`src/hdl/bssc_pkg.sv`:
```
// Shared types, constants and step tables for the six-step commutator.
// No dependencies; used by bssc_core and bldc_six_step_commutator.
package bssc_pkg;

   localparam int STEP_W     = 3;
   localparam int MASK_W     = 3;
   localparam int QCOUNT_W   = 11;
   localparam int BUMP_W     = 16;
   localparam int REQ_DATA_W = 32;
   localparam int RSP_DATA_W = 16;
   localparam int CSR_INDEX_W = 1;

   localparam logic [STEP_W-1:0]   STEP_LAST   = 3'd5;
   localparam logic [QCOUNT_W-1:0] QCOUNT_MAX  = 11'h7FF;
   localparam logic [BUMP_W-1:0]   BUMP_RESET  = 16'd250;
   localparam logic [MASK_W-1:0]   PWM_RESET   = 3'b111;

   // register indexes on the csr port
   localparam logic [CSR_INDEX_W-1:0] CSR_REVERSE = 1'b0;
   localparam logic [CSR_INDEX_W-1:0] CSR_BUMP    = 1'b1;

   typedef enum logic [1:0] {
      PH_A = 2'd0,
      PH_B = 2'd1,
      PH_C = 2'd2
   } phase_type;

   typedef struct packed {
      logic [QCOUNT_W-1:0] fall_qualify_ticks;
      logic [QCOUNT_W-1:0] rise_qualify_ticks;
      logic                motor_running;
      logic [2:0]          comparators;   // bit0 A, bit1 B, bit2 C
   } req_item_type;

   typedef struct packed {
      logic              bumped;
      logic              commutated;
      logic              watch_rising;
      logic [1:0]        watch_phase;
      logic [MASK_W-1:0] pwm_enable_mask;
      logic [MASK_W-1:0] gate_pin_mask;
      logic [STEP_W-1:0] step_index;
   } rsp_item_type;

   function automatic logic [STEP_W-1:0] power_step(logic [STEP_W-1:0] cnt, logic rev);
      return rev ? STEP_LAST - cnt : cnt;
   endfunction

   // rising on even steps going forward, on odd steps in reverse
   function automatic logic step_rising(logic [STEP_W-1:0] s, logic rev);
      return ~s[0] ^ rev;
   endfunction

   function automatic phase_type float_phase(logic [STEP_W-1:0] s);
      phase_type p;
      case (s)
         3'd0: p = PH_B;
         3'd1: p = PH_A;
         3'd2: p = PH_C;
         3'd3: p = PH_B;
         3'd4: p = PH_A;
         3'd5: p = PH_C;
         default: p = PH_A;
      endcase
      return p;
   endfunction

   function automatic phase_type low_phase(logic [STEP_W-1:0] s);
      phase_type p;
      case (s)
         3'd0, 3'd1: p = PH_C;
         3'd2, 3'd3: p = PH_A;
         3'd4, 3'd5: p = PH_B;
         default: p = PH_A;
      endcase
      return p;
   endfunction

   function automatic phase_type high_phase(logic [STEP_W-1:0] s);
      phase_type p;
      case (s)
         3'd0, 3'd5: p = PH_A;
         3'd1, 3'd2: p = PH_B;
         3'd3, 3'd4: p = PH_C;
         default: p = PH_A;
      endcase
      return p;
   endfunction

   function automatic logic [MASK_W-1:0] phase_bit(phase_type p);
      logic [MASK_W-1:0] m;
      case (p)
         PH_A: m = 3'b001;
         PH_B: m = 3'b010;
         PH_C: m = 3'b100;
         default: m = 3'b000;
      endcase
      return m;
   endfunction

endpackage

```
`src/hdl/bssc_core.sv`:
```
// Commutation state and per-tick next-state logic.
// Depends on bssc_pkg; instantiated by bldc_six_step_commutator.
module bssc_core (
   input  logic                         clock,
   input  logic                         reset,
   input  logic                         step_en,
   input  bssc_pkg::req_item_type       item,
   input  logic                         reverse_direction,
   input  logic [bssc_pkg::BUMP_W-1:0]  bump_ticks,
   output bssc_pkg::rsp_item_type       result
);

   logic [bssc_pkg::STEP_W-1:0]   step_ff, step_in;
   logic [bssc_pkg::MASK_W-1:0]   gate_ff, gate_in;
   logic [bssc_pkg::MASK_W-1:0]   pwm_ff, pwm_in;
   logic                          armed_ff, armed_in;
   logic [2:0]                    last_ff, last_in;
   logic                          qual_ff, qual_in;
   logic [bssc_pkg::QCOUNT_W-1:0] qcnt_ff, qcnt_in;
   logic [bssc_pkg::BUMP_W-1:0]   bcnt_ff, bcnt_in;

   logic [bssc_pkg::STEP_W-1:0]   step_now, step_adv, step_new, step_out;
   bssc_pkg::phase_type           ph, ph_out;
   logic                          rising, lvl, prev;
   logic [bssc_pkg::QCOUNT_W-1:0] thr, qcnt_inc;
   logic [bssc_pkg::BUMP_W-1:0]   bcnt_inc;
   logic                          comm_q, bump, comm;
   logic [bssc_pkg::MASK_W-1:0]   fbit, lbit, hbit, gate_c, pwm_c;

   always_comb begin
      step_now = bssc_pkg::power_step(step_ff, reverse_direction);
      ph       = bssc_pkg::float_phase(step_now);
      rising   = bssc_pkg::step_rising(step_now, reverse_direction);
      lvl      = item.comparators[2'(ph)];
      prev     = last_ff[2'(ph)];
      thr      = rising ? item.rise_qualify_ticks : item.fall_qualify_ticks;
      qcnt_inc = (qcnt_ff == bssc_pkg::QCOUNT_MAX) ? qcnt_ff
                                                   : qcnt_ff + 11'd1;

      qual_in = qual_ff;
      qcnt_in = qcnt_ff;
      comm_q  = 1'b0;
      if (qual_ff) begin
         if (lvl != rising) begin
            qual_in = 1'b0;
            qcnt_in = '0;
         end else begin
            qcnt_in = qcnt_inc;
            comm_q  = (qcnt_inc >= thr);
         end
      end else if (armed_ff && prev != rising && lvl == rising) begin
         qual_in = 1'b1;
         qcnt_in = '0;
         comm_q  = (thr == '0);
      end

      // bump timer only runs when no edge commutation this tick
      bcnt_inc = bcnt_ff + 16'd1;
      bcnt_in  = bcnt_ff;
      bump     = 1'b0;
      if (!comm_q) begin
         bcnt_in = bcnt_inc;
         if (bcnt_inc >= bump_ticks) begin
            bcnt_in = '0;
            bump    = item.motor_running;
         end
      end
      comm = comm_q | bump;

      // mask update for the step after the advance
      step_adv = (step_ff == bssc_pkg::STEP_LAST) ? '0 : step_ff + 3'd1;
      step_new = bssc_pkg::power_step(step_adv, reverse_direction);
      fbit     = bssc_pkg::phase_bit(bssc_pkg::float_phase(step_new));
      lbit     = bssc_pkg::phase_bit(bssc_pkg::low_phase(step_new));
      hbit     = bssc_pkg::phase_bit(bssc_pkg::high_phase(step_new));
      if (bssc_pkg::step_rising(step_new, reverse_direction)) begin
         gate_c = (gate_ff | lbit) & ~fbit;
         pwm_c  = pwm_ff | fbit;
      end else begin
         gate_c = (gate_ff & ~fbit) | hbit;
         pwm_c  = pwm_ff & ~fbit;
      end

      step_in  = step_ff;
      gate_in  = gate_ff;
      pwm_in   = pwm_ff;
      armed_in = armed_ff;
      if (comm) begin
         step_in  = step_adv;
         gate_in  = gate_c;
         pwm_in   = pwm_c;
         armed_in = 1'b1;
         qual_in  = 1'b0;
         qcnt_in  = '0;
         bcnt_in  = '0;
      end
      last_in = item.comparators;

      step_out = bssc_pkg::power_step(step_in, reverse_direction);
      ph_out   = bssc_pkg::float_phase(step_out);
      result.step_index      = step_out;
      result.gate_pin_mask   = gate_in;
      result.pwm_enable_mask = pwm_in;
      result.watch_phase     = 2'(ph_out);
      result.watch_rising    = bssc_pkg::step_rising(step_out, reverse_direction);
      result.commutated      = comm;
      result.bumped          = bump;
   end

   always_ff @(posedge clock) begin
      if (reset) begin
         step_ff  <= '0;
         gate_ff  <= '0;
         pwm_ff   <= bssc_pkg::PWM_RESET;
         armed_ff <= 1'b0;
         last_ff  <= '0;
         qual_ff  <= 1'b0;
         qcnt_ff  <= '0;
         bcnt_ff  <= '0;
      end else if (step_en) begin
         step_ff  <= step_in;
         gate_ff  <= gate_in;
         pwm_ff   <= pwm_in;
         armed_ff <= armed_in;
         last_ff  <= last_in;
         qual_ff  <= qual_in;
         qcnt_ff  <= qcnt_in;
         bcnt_ff  <= bcnt_in;
      end
   end

endmodule

```
`src/hdl/bldc_six_step_commutator.sv`:
```
// Top level of the six-step sensorless BLDC commutator: stream ports,
// csr registers, input and result registers. Depends on bssc_pkg, bssc_core.
//
// One req beat is one timer tick: three back-EMF comparator levels, the
// running flag and the rise/fall qualification times. Every tick gives one
// rsp beat carrying the power step, gate pin and PWM enable masks, the
// watched floating phase and polarity, and commutated/bumped flags. The block
// takes one beat per clock while rsp is not stalled. A beat lands in the
// input register at the edge that accepts it, and its result is registered
// in the rsp register once the result slot is free, which raises rsp_tvalid.
// Throughput is set by the single state-update loop in bssc_core. The result
// register parts the two sides: req keeps flowing while rsp_tready is high,
// and a stalled rsp holds the input register, which backs up req_tready.
// Write csr registers (reverse_direction at index 0, bump_ticks at index 1)
// only while no tick is in flight; csr_ready is always high.
module bldc_six_step_commutator (
   input  logic                                clock,
   input  logic                                reset,
   // comparator_a[0] comparator_b[1] comparator_c[2] motor_running[3]
   // rise_qualify_ticks[14:4] fall_qualify_ticks[25:15] zero[31:26]
   input  logic [bssc_pkg::REQ_DATA_W-1:0]     req_tdata,
   input  logic                                req_tvalid,
   output logic                                req_tready,
   // step_index[2:0] gate_pin_mask[5:3] pwm_enable_mask[8:6]
   // watch_phase[10:9] watch_rising[11] commutated[12] bumped[13] zero[15:14]
   output logic [bssc_pkg::RSP_DATA_W-1:0]     rsp_tdata,
   output logic                                rsp_tvalid,
   input  logic                                rsp_tready,
   input  logic                                csr_valid,
   output logic                                csr_ready,
   input  logic [bssc_pkg::CSR_INDEX_W-1:0]    csr_index,
   input  logic [bssc_pkg::BUMP_W-1:0]         csr_data
);

   logic                          rev_ff;
   logic [bssc_pkg::BUMP_W-1:0]   bump_ticks_ff;

   logic                          in_valid_ff;
   bssc_pkg::req_item_type        in_item_ff, in_item_in;
   logic                          advance;

   bssc_pkg::rsp_item_type        result;
   logic                          rsp_valid_ff;
   logic [bssc_pkg::RSP_DATA_W-1:0] rsp_data_ff;

   // csr registers
   assign csr_ready = 1'b1;

   always_ff @(posedge clock) begin
      if (reset) begin
         rev_ff        <= 1'b0;
         bump_ticks_ff <= bssc_pkg::BUMP_RESET;
      end else if (csr_valid) begin
         case (csr_index)
            bssc_pkg::CSR_REVERSE: rev_ff        <= csr_data[0];
            bssc_pkg::CSR_BUMP:    bump_ticks_ff <= csr_data;
            default: ;
         endcase
      end
   end

   // input register; tick is processed when the result slot frees up
   assign advance    = in_valid_ff && (!rsp_valid_ff || rsp_tready);
   assign req_tready = !in_valid_ff || advance;

   always_comb begin
      in_item_in.comparators        = req_tdata[2:0];
      in_item_in.motor_running      = req_tdata[3];
      in_item_in.rise_qualify_ticks = req_tdata[14:4];
      in_item_in.fall_qualify_ticks = req_tdata[25:15];
   end

   always_ff @(posedge clock) begin
      if (reset) begin
         in_valid_ff <= 1'b0;
      end else if (req_tready) begin
         in_valid_ff <= req_tvalid;
      end
   end

   always_ff @(posedge clock) begin
      if (req_tready && req_tvalid) begin
         in_item_ff <= in_item_in;
      end
   end

   bssc_core u_core (
      .clock             (clock),
      .reset             (reset),
      .step_en           (advance),
      .item              (in_item_ff),
      .reverse_direction (rev_ff),
      .bump_ticks        (bump_ticks_ff),
      .result            (result)
   );

   // result register
   always_ff @(posedge clock) begin
      if (reset) begin
         rsp_valid_ff <= 1'b0;
      end else if (advance) begin
         rsp_valid_ff <= 1'b1;
      end else if (rsp_tready) begin
         rsp_valid_ff <= 1'b0;
      end
   end

   always_ff @(posedge clock) begin
      if (advance) begin
         rsp_data_ff <= {2'b00, result};
      end
   end

   assign rsp_tvalid = rsp_valid_ff;
   assign rsp_tdata  = rsp_data_ff;

endmodule

```
`config.mk`:
```
export PLATFORM = sky130hd
export DESIGN_NAME = bldc_six_step_commutator
export DESIGN_NICKNAME = d
export VERILOG_FILES = /design/src/hdl/bssc_pkg.sv /design/src/hdl/bssc_core.sv /design/src/hdl/bldc_six_step_commutator.sv
export SDC_FILE = /design/constraint.sdc
export NUM_CORES = 1
export LEC_CHECK = 0
export BUFFER_PORTS_ARGS = -buffer_cell sky130_fd_sc_hd__buf_4
export CAP_MARGIN = 25
export CORE_UTILIZATION = 45
export CTS_BUF_LIST = sky130_fd_sc_hd__clkbuf_4
export DETAILED_ROUTE_END_ITERATION = 10
export HOLD_SLACK_MARGIN = 0.05
export PLACE_DENSITY = 0.67
export SYNTH_ARGS = -nofsm -noshare
export SYNTH_HDL_FRONTEND = slang
export SYNTH_SLANG_ARGS = --single-unit
export TNS_END_PERCENT = 50
```
`constraint.sdc`:
```
create_clock -name clock -period 4.4 [get_ports clock]
set_clock_uncertainty 0.1 [all_clocks]
set_input_delay 1.32 -clock clock [delete_from_list [all_inputs] [get_ports clock]]
set_output_delay 1.32 -clock clock [all_outputs]
set_load 0.02 [all_outputs]
```
==> results of run 1 <==
==> registers in the layout (all words and copies together), names as in the netlist <==
register and count:
rsp_tdata 14, u_core.gate_ff 3, u_core.last_ff 3, u_core.qcnt_ff 11, rev_ff 1, in_valid_ff 1
u_core.bcnt_ff 16, rsp_tvalid 1, in_item_ff 26, u_core.qual_ff 1, u_core.step_ff 3, u_core.armed_ff 1
u_core.pwm_ff 3, bump_ticks_ff 16
==> per-layer routing <==
metal  up-vias  share of wire
met3        17          0.044
met5         -              0
met1      2046           0.47
li1       2273              -
met2       108           0.47
met4         0          0.018
==> power by group <==
part | leakage, uW | internal, uW | switching [uW]
Sequential | 0.000863 | 994 | 15.2
Combinational | 0.00157 | 65.4 | 81.5
Clock | 0.0000706 | 154 | 290
Total | 0.00250 | 1210 | 387
==> per-stage QoR <==
stage | power, uW | hold slack (ps)
final | 1600 | 364.9
after global routing | 1675 | 380.7
after floorplan | 1112 | 335.7
after detailed placement | 1178 | 348.7
after CTS | 1622 | 367.1
after global placement | 1172 | 343.6
==> cells in the final DEF (no fill, tap or decap), types with 6 or more instances in the layout <==
cell type,synthesis,layout
nor2_1,57,56
buf_4,3,80
nand2_1,84,83
xnor2_1,23,23
ha_1,31,31
mux2i_1,17,17
nor3_1,9,9
xor2_1,12,12
nand3_1,23,23
o211ai_1,8,8
clkbuf_4,0,15
inv_1,24,24
nand2b_1,9,9
a21oi_1,53,53
edfxtp_1,40,40
a21o_1,9,9
a22oi_1,13,13
dfxtp_1,60,56
o21ai_0,25,24
nor2b_1,6,6
==> Yosys cell counts, drive strengths merged, types with 3 or more instances <==
| cell type | instances |
|---|---|
| nor2b | 6 |
| mux2i | 17 |
| o31ai | 3 |
| a31oi | 5 |
| nand2b | 9 |
| and2 | 6 |
| edfxtp | 40 |
| a21o | 9 |
| a21oi | 53 |
| a22oi | 13 |
| nand2 | 84 |
| nor2 | 57 |
| inv | 25 |
| dfxtp | 60 |
| o21ai | 26 |
| nand3b | 3 |
| nand4b | 3 |
| mux2 | 3 |
| ha | 31 |
| nand3 | 23 |
| nor4 | 3 |
| xnor2 | 23 |
| buf | 17 |
| nor3 | 10 |
| or2 | 3 |
| clkbuf | 18 |
| and3 | 6 |
| xor2 | 12 |
| a211oi | 3 |
| o211ai | 8 |
| a311oi | 4 |
==> layout make-up <==
class | count | share of cell area
clock buffers | 15 | 0.01796
clock inverters | 1 | 0.0005987
inverters | 27 | 0.01656
multi-input cells | 451 | 0.4540
flip-flops and latches | 100 | 0.3840
well taps | 147 | 0.02934
repair buffers | 81 | 0.09759
==> worst max-delay path, stage by stage (launching register included) <==
cell and delay (ps):
dfxtp_2 400, and3_1 200, and3_1 190, nand2_1 100, nor2_2 170, nand2_2 140
buf_4 180, mux2_2 290, ha_1 270, nand2_1 40, o21ai_0 180, a21oi_1 100
o21ai_1 170, o22ai_1 130, nor3_4 240, nor2b_1 120, inv_4 150, mux2_2 360
o211ai_1 180, nand3_1 100
==> cells by family (layout without fill, tap and decap cells) <==
family          after synthesis  after routing  share of synthesized area
compound gates              141            141                     0.1625
xor+xnor                     35             35                    0.05569
fa+ha+maj                    31             31                    0.07047
buf+inv                      62            124                    0.04910
flops                       100            100                     0.4365
mux                          20             20                    0.03705
other cells                   2              3                   0.001364
simple gates                221            221                     0.1873
==> how the worst max path moves through the flow <==
stage                           start            end  slack (ps)
CTS                 u_core.qcnt_ff[3]  rsp_tdata[10]         160
global route        u_core.qcnt_ff[3]  rsp_tdata[10]         -20
global placement    u_core.qcnt_ff[3]  rsp_tdata[10]         220
finish              u_core.qcnt_ff[5]  rsp_tdata[10]         340
detailed placement  u_core.qcnt_ff[3]  rsp_tdata[10]         170
floorplan           u_core.step_ff[0]  rsp_tdata[10]          50
==> metrics, run 1 <==
vias per std cell 5.406; min Tclk post-route 4061 ps; hold path depth 2; grt met3 use 0.04374; setup TNS 0 ps; setup repair bufs after CTS 0; status finished, final reports clean; Max Slew Vio Count 0; initial core utilization 0.4601; max-cap violations 0; startpoint types flop; Final Util 0.5242; antenna-violating nets left 0; Yosys cell types 60; placed inst area 6143 um2; global route overflow 0; hold_sp bump_ticks_ff[14]; average size of a mapped cell 8.994 um2; CP Capture Type flop; overall die area 12,680 um2; Placeable Area between 10,000 and 15,000 um2; Top FF cell, synth dfxtp_1; Sinks on Clock Net 100; synth warn 0; largest net degree at the start of global routing 53; synthesized netlist cell count 612; Synth Cell Area 5504 um2; via count 4,444; num rows 40; critical path fanouts, max 12; register area share after synthesis 0.4365; hold crit path type reg2reg; Most Used Layer, Global Route met2; Tcrit/Tclk final 0.9230; ys async rst share 0; worst hold path endpoint bump_ticks_ff[14]; Area contributors post-synth dfxtp_1 22%, edfxtp_1 22%, ha_1 7.0%; GR Layer Usage met2 0.3239; Leak 0.002503 uW; worst setup margin 338.6 ps; CTS Buf Count 9; reg-to-reg slack, setup about 340 ps; cell taking the most area after synthesis dfxtp_1; cts repair resizes 0; top cell type's share of synthesized area 0.2182; reg2reg end rsp_tdata[10]; Reg clk slew, reported paths 140 ps; Worst VDD drop 203.7 uV; CP Data Required Time 4540 ps; Slew @ Worst Pin 650.6 ps; layout cells sized above 1 0.1659; Pre-antenna DRT Iters 5; Finish-stage setup viols 0; routed wire length 11.53 mm; grt met1 use 0.2474; Final Net Count between 700 and 800; Synth-to-Final Area Change 13.91%; Die Y 112.6 um; gpl congestion 0.8310; # port buffers 63; cell area after layout ~6300 um2; pwr dens 255.2 nW/um2; CTS tree built; clock tree root driver cell clkbuf_4; Worst Path Arrival 4200 ps; EDFF count, synth 40; Cell Count, Final, Fillers Out 822; drc violations 0; Skew-Pair Late Insertion Delay between 400 and 500 ps; placed insts 806; Post-DP HPWL 8.267 mm; Worst Reg2Reg Path Length in Cells 19; Yosys reg bits 100; reg-to-reg startpoint u_core.qcnt_ff[5]; number of global-route vias before repair 4,216; first-pass GRT wire length 19.66 mm; die extent in x about 110 um; Crit Path Class reg2reg; CTS Buffer Depth 2; Ports 73; initial drt markers 245; CTS H-tree lvls 3; f_max between 0.2 and 0.25 GHz; Fin. Hold Viols 0; all-layer global routing usage 0.1949; Register Area 2407 um2; Max-slew headroom 0.5657; Hold-fix buffers, CTS 0; post-place setup slack 170.1 ps; WL per Instance 14.03 um; multi-input combinational cell area around 2800 um2; Fillers 1,081; number of antenna violations at the first check in global routing 0; ant diodes 0
No activity file was read; power rests on OpenSTA's default activity.
==> inputs of run 2 (changes only) <==
- BUFFER_PORTS_ARGS: -buffer_cell sky130_fd_sc_hd__buf_4 -> -buffer_cell sky130_fd_sc_hd__buf_2
- CORE_MARGIN: not set -> 5
==> metrics, run 2 (synthesized netlist as in run 1, its figures left out) <==
Worst Setup SP u_core.qcnt_ff[5]; Clk pwr share 0.305 (+0.027); Max-slew headroom 0.5956 (+0.02989); CTS Buffer Depth 2 (unchanged); Worst Reg2Reg Path Length in Cells 19 (unchanged); first-pass GRT wire length 19.99 mm (+1.7%); antenna-violating nets left 0 (unchanged); Most flops, register in_item_ff; max FFs per register 26 (unchanged); num rows 40 (unchanged); Tcrit/Tclk final 0.9164 (-0.006672); Worst VDD drop 205.7 uV (+0.97%); Ports 73 (unchanged); Sw Pwr 423.9 uW (+9.6%); RSZ-0062 raised after global routing false; most common cell after layout, fill and taps aside nand2_1; Pre-antenna DRT Iters 6 (+1); status finished, final reports clean; Die Y 120.6 um (+7.1%); Setup crit end rsp_tdata[10]; critical path fanouts, max 7 (-5); Max Slew Vio Count 0 (unchanged); number of antenna violations at the first check in global routing 0 (unchanged); gpl congestion 0.8608 (+3.6%); reg-to-reg slack, setup 370 ps (+30 ps); Leak 0.002474 uW (-1.2%); CP Data Required Time 4530 ps (about the same); number of global-route vias before repair 4,253 (+0.88%); setup repair bufs after CTS 0 (unchanged); Combinational Power Share 0.084 (-0.008); drc violations 0 (unchanged); all-layer global routing usage 0.1684 (-0.02651); Regs by FF count in_item_ff: 26 flops, bump_ticks_ff: 16 flops, u_core.bcnt_ff: 16 flops; Slew @ Worst Pin 598.8 ps (-51.79 ps); max-cap violations 0 (unchanged); Reg clk slew, reported paths 150 ps (about the same); global route overflow 0 (unchanged); largest net degree at the start of global routing 52 (-1.9%); Crit Path Class reg2reg; layout cells sized above 1 0.1672 (+0.001234); reg-to-reg startpoint u_core.qcnt_ff[5]; overall die area 14,540 um2 (+15%); routed wire length 11.74 mm (+1.8%); Sinks on Clock Net 100 (unchanged); Switching Fraction 0.2568 (+0.01510); hold crit path type reg2reg; Power Internal 1227 uW (+1.1%); Post-DP HPWL 8.491 mm (+2.7%); clock tree root driver cell clkbuf_4; Skew-Pair Late Insertion Delay 470 ps (about the same); Worst Path Arrival 4160 ps (-40 ps); CP Capture Type flop; # port buffers 63 (unchanged); Fillers 1,151 (+6.5%); placed insts 804 (-0.25%); most frequent cells in the layout 83 x nand2_1, 63 x buf_2, 57 x nor2_1, 57 x dfxtp_1, 53 x a21oi_1; initial drt markers 241 (-1.6%); Cell Count, Final, Fillers Out 823 (+0.12%); setup TNS 0 ps (unchanged); f_max 0.2480 GHz (+0.73%); Synth-to-Final Area Change 12.18%; CTS H-tree lvls 3 (unchanged); CTS tree built; pwr dens 267.4 nW/um2 (+4.8%); min Tclk post-route 4032 ps (-29.36 ps); Finish-stage setup viols 0 (unchanged); Placeable Area 12,010 um2 (+0.42%); CTS Buf Count 9 (unchanged); die extent in x 120.6 um (+7.1%); initial core utilization 0.4582 (-0.001917); WL per Instance 14.26 um (+1.6%); via count 4,448 (+0.090%); reg2reg end rsp_tdata[10]; startpoint types flop; Fin. Hold Viols 0 (unchanged); ant diodes 0 (unchanged); Final Net Count 756 (+0.13%); Reg power frac 0.611 (-0.020); vias per std cell 5.405 (about the same)
run 2: per-layer routing:
layer / wire [um] / vias to the layer above / share of wire / global-route usage
li1: - / 2279 / - / -
met1: 5676 / 2062 / 0.48 / 0.2284
met2: 5370 / 95 / 0.46 / 0.2693
met3: 525 / 12 / 0.045 / 0.03648
met4: 163 / 0 / 0.014 / 0.05241
met5: 0 / - / 0 / 0
run 2: worst min path at each step:
stage	from	to	cells after the start
after CTS	bump_ticks_ff[10]	bump_ticks_ff[10]	2
after global placement	u_core.last_ff[0]	u_core.last_ff[0]	2
after detailed placement	bump_ticks_ff[10]	bump_ticks_ff[10]	2
after floorplan	u_core.last_ff[1]	u_core.last_ff[1]	2
after global routing	bump_ticks_ff[11]	bump_ticks_ff[11]	2
final	bump_ticks_ff[11]	bump_ticks_ff[11]	2
run 2: through the flow:
stage / setup WS (ps) / cell area [um2] / hold WS, ps / total power (uW) / utilization
after floorplan: 45.34 / 5508 / 335.7 / 1112 / -
after global placement: 409.7 / 5967 / 343.3 / 1158 / 0.4968
after detailed placement: 313.5 / 5967 / 348.2 / 1165 / 0.4968
after CTS: 303.3 / 6108 / 368.0 / 1669 / 0.5085
after global routing: 29.14 / 6175 / 382.6 / 1728 / 0.5141
final: 368.0 / 6175 / 365.9 / 1651 / 0.5141
run 2: area by class of cell:
class                           count  area [um2]  share of cell area
Sequential cell                   100        2406              0.3897
Inverter                           27       103.9             0.01682
Clock buffer                        9       67.56             0.01094
Clock inverter                      7       73.82             0.01196
Multi-Input combinational cell    451        2854              0.4622
Tap cell                          147       183.9             0.02979
Timing Repair Buffer               82       485.5             0.07862
run 2: power by group through the flow:
stage / Sequential [uW] / Combinational, uW / Clock [uW]
5_1_grt: 1010 / 157 / 559
6_report: 1010 / 139 / 503
2_1_floorplan: 1030 / 81.7 / 0
3_5_place_dp: 1030 / 135 / 0
3_3_place_gp: 1030 / 129 / 0
4_1_cts: 1010 / 136 / 523
run 2: worst max-delay path, stage by stage (launching register included):
cell,delay [ps]
dfxtp_1,430
and3_1,220
and3_1,190
nand2_1,70
nor2_1,210
nand2_2,140
buf_4,190
mux2_2,290
ha_1,270
nand2_1,40
o21ai_0,140
a21oi_1,90
o21ai_0,210
o22ai_1,160
nor3_4,240
nor2b_2,90
inv_4,90
mux2_2,340
o211ai_1,170
nand3_1,110
run 2: repair_timing:
| item | 4_1_cts | 5_1_grt |
|---|---|---|
| hold buffers | 0 | 0 |
| hold endpoints to repair | 0 | 0 |
| gates resized for setup | 0 | 6 |
| setup endpoints to repair | 0 | 6 |
==> inputs of run 3 (changes only) <==
- CORE_ASPECT_RATIO: not set -> 1.25
==> metrics, run 3 (synthesized netlist as in run 1, its figures left out) <==
hold crit path type reg2reg; cell area after layout 6236 um2 (+0.99%); gpl congestion 0.8385 (-2.6%); Max Slew Vio Count 0 (unchanged); Sinks on Clock Net 100 (unchanged); CTS Buf Count 9 (unchanged); num rows 45 (+13%); worst setup margin 305.7 ps (-62.34 ps); CP Capture Type flop; post-place setup slack 343.1 ps (+29.63 ps); reg-to-reg slack, setup 310 ps (-60 ps); largest net degree at the start of global routing 52 (unchanged); Ports 73 (unchanged); Leak 0.002503 uW (+1.2%); Pre-antenna DRT Iters 5 (-1); critical path fanouts, max 7 (unchanged); CTS H-tree lvls 3 (unchanged); number of global-route vias before repair 4,337 (+2.0%); CP Data Required Time 4510 ps (-20 ps); worst hold path endpoint bump_ticks_ff[9]; Reg clk slew, reported paths 150 ps (about the same); Most flops, register in_item_ff; Regs by FF count in_item_ff: 26 flops, bump_ticks_ff: 16 flops, u_core.bcnt_ff: 16 flops; startpoint types flop; clock tree root driver cell clkbuf_4; overall die area 14,560 um2 (about the same); Slew @ Worst Pin 738.9 ps (+140.0 ps); Final Net Count 757 (+0.13%); Total Power 1734 uW (+5.0%); max FFs per register 26 (unchanged); Combinational Power Share 0.079 (-0.005); Post-DP HPWL 8.607 mm (+1.4%); all-layer global routing usage 0.1624 (-0.006032); via count 4,463 (+0.34%); drc violations 0 (unchanged); Hold-fix buffers, CTS 0 (unchanged); Fin. Hold Viols 0 (unchanged); # port buffers 63 (unchanged); Sw Pwr 385.7 uW (-9.0%); Switching Fraction 0.2225 (-0.03431); max-cap violations 0 (unchanged); number of antenna violations at the first check in global routing 0 (unchanged); Worst VDD drop 212.2 uV (+3.2%); Placeable Area 12,050 um2 (+0.31%); cts repair resizes 0 (unchanged); initial drt markers 209 (-13%); vias per std cell 5.307 (-1.8%); placed inst area 6003 um2 (+0.61%); ant diodes 0 (unchanged); setup repair bufs after CTS 0 (unchanged); Tcrit/Tclk final 0.9305 (+0.01417); Clk pwr share 0.340 (+0.035); initial core utilization 0.4568 (-0.001428); Die Y 133.7 um (+11%); antenna-violating nets left 0 (unchanged); Worst Path Arrival 4210 ps (+50 ps); global route overflow 0 (unchanged); Reg power frac 0.581 (-0.030); hold path depth 2 (unchanged); layout cells sized above 1 0.1654 (-0.001724); CTS Buffer Depth 2 (unchanged); hold_sp bump_ticks_ff[9]; most frequent cells in the layout 83 x nand2_1, 63 x buf_2, 59 x dfxtp_1; Finish-stage setup viols 0 (unchanged); Worst Reg2Reg Path Length in Cells 19 (unchanged); Power Internal 1348 uW (+9.9%); first-pass GRT wire length 19.20 mm (-4.0%); WL per Instance 13.79 um (-3.3%); die extent in x 108.9 um (-9.7%); Max-slew headroom 0.5068 (-0.08880); Crit Path Class reg2reg; RSZ-0062 raised after global routing false; setup TNS 0 ps (unchanged); most common cell after layout, fill and taps aside nand2_1; min Tclk post-route 4094 ps (+62.34 ps); pwr dens 278.0 nW/um2 (+4.0%); status finished, final reports clean; Synth-to-Final Area Change 13.30%; reg2reg end rsp_tdata[10]; Skew-Pair Late Insertion Delay 450 ps (-20 ps); f_max 0.2442 GHz (-1.5%); routed wire length 11.60 mm (-1.2%); CTS tree built; reg-to-reg startpoint u_core.qcnt_ff[0]
-- run 3: layout make-up --
class / instances / area (um2)
Clock buffer: 11 / 82.58
Clock inverter: 5 / 100.1
Fill cell: 1136 / 5813
Inverter: 27 / 103.9
Multi-Input combinational cell: 451 / 2851
Sequential cell: 100 / 2404
Tap cell: 164 / 205.2
Timing Repair Buffer: 83 / 489.2
-- run 3: worst max-delay path, stage by stage (launching register included) --
cell,delay (ps)
dfxtp_1,450
ha_1,200
and2_1,230
nand2_1,80
nor2_1,190
nand2_2,160
buf_4,190
mux2_2,280
ha_1,270
nand2_1,40
o21ai_0,150
a21oi_1,90
o21ai_0,200
o22ai_1,140
nor3_4,240
nor2b_1,120
inv_4,100
mux2_2,350
o211ai_1,180
nand3_1,90
-- run 3: per-layer routing --
layer  wire, um  GRT usage
met5          0          0
met4        231    0.06246
met3        654    0.03926
met2       5825     0.2900
met1       4884     0.1831
-- run 3: worst max path at each step --
stage	startpoint	end	slack, ps
2_1_floorplan	u_core.step_ff[0]	rsp_tdata[10]	50
3_3_place_gp	u_core.qcnt_ff[4]	rsp_tdata[10]	430
3_5_place_dp	u_core.qcnt_ff[4]	rsp_tdata[10]	340
4_1_cts	u_core.qcnt_ff[4]	rsp_tdata[10]	320
5_1_grt	u_core.qcnt_ff[5]	u_core.step_ff[2]	5
6_report	u_core.qcnt_ff[0]	rsp_tdata[10]	310
-- run 3: power groups by stage --
| stage | Clock, uW | Combinational, uW | Sequential [uW] |
|---|---|---|---|
| after floorplan | 0 | 81.7 | 1030 |
| after global routing | 642 | 155 | 1010 |
| final | 589 | 137 | 1010 |
| after detailed placement | 0 | 134 | 1030 |
| after global placement | 0 | 130 | 1030 |
| after CTS | 610 | 134 | 1010 |
-- run 3: through the flow --
step / hold WS, ps / cells / util
final: 365.1 / 841 / 0.5175
after global routing: 387.8 / 841 / 0.5175
after CTS: 366.5 / 839 / 0.5134
after detailed placement: 347.9 / 823 / 0.4982
after global placement: 344.5 / 823 / 0.4982
after floorplan: 335.7 / 613 / -
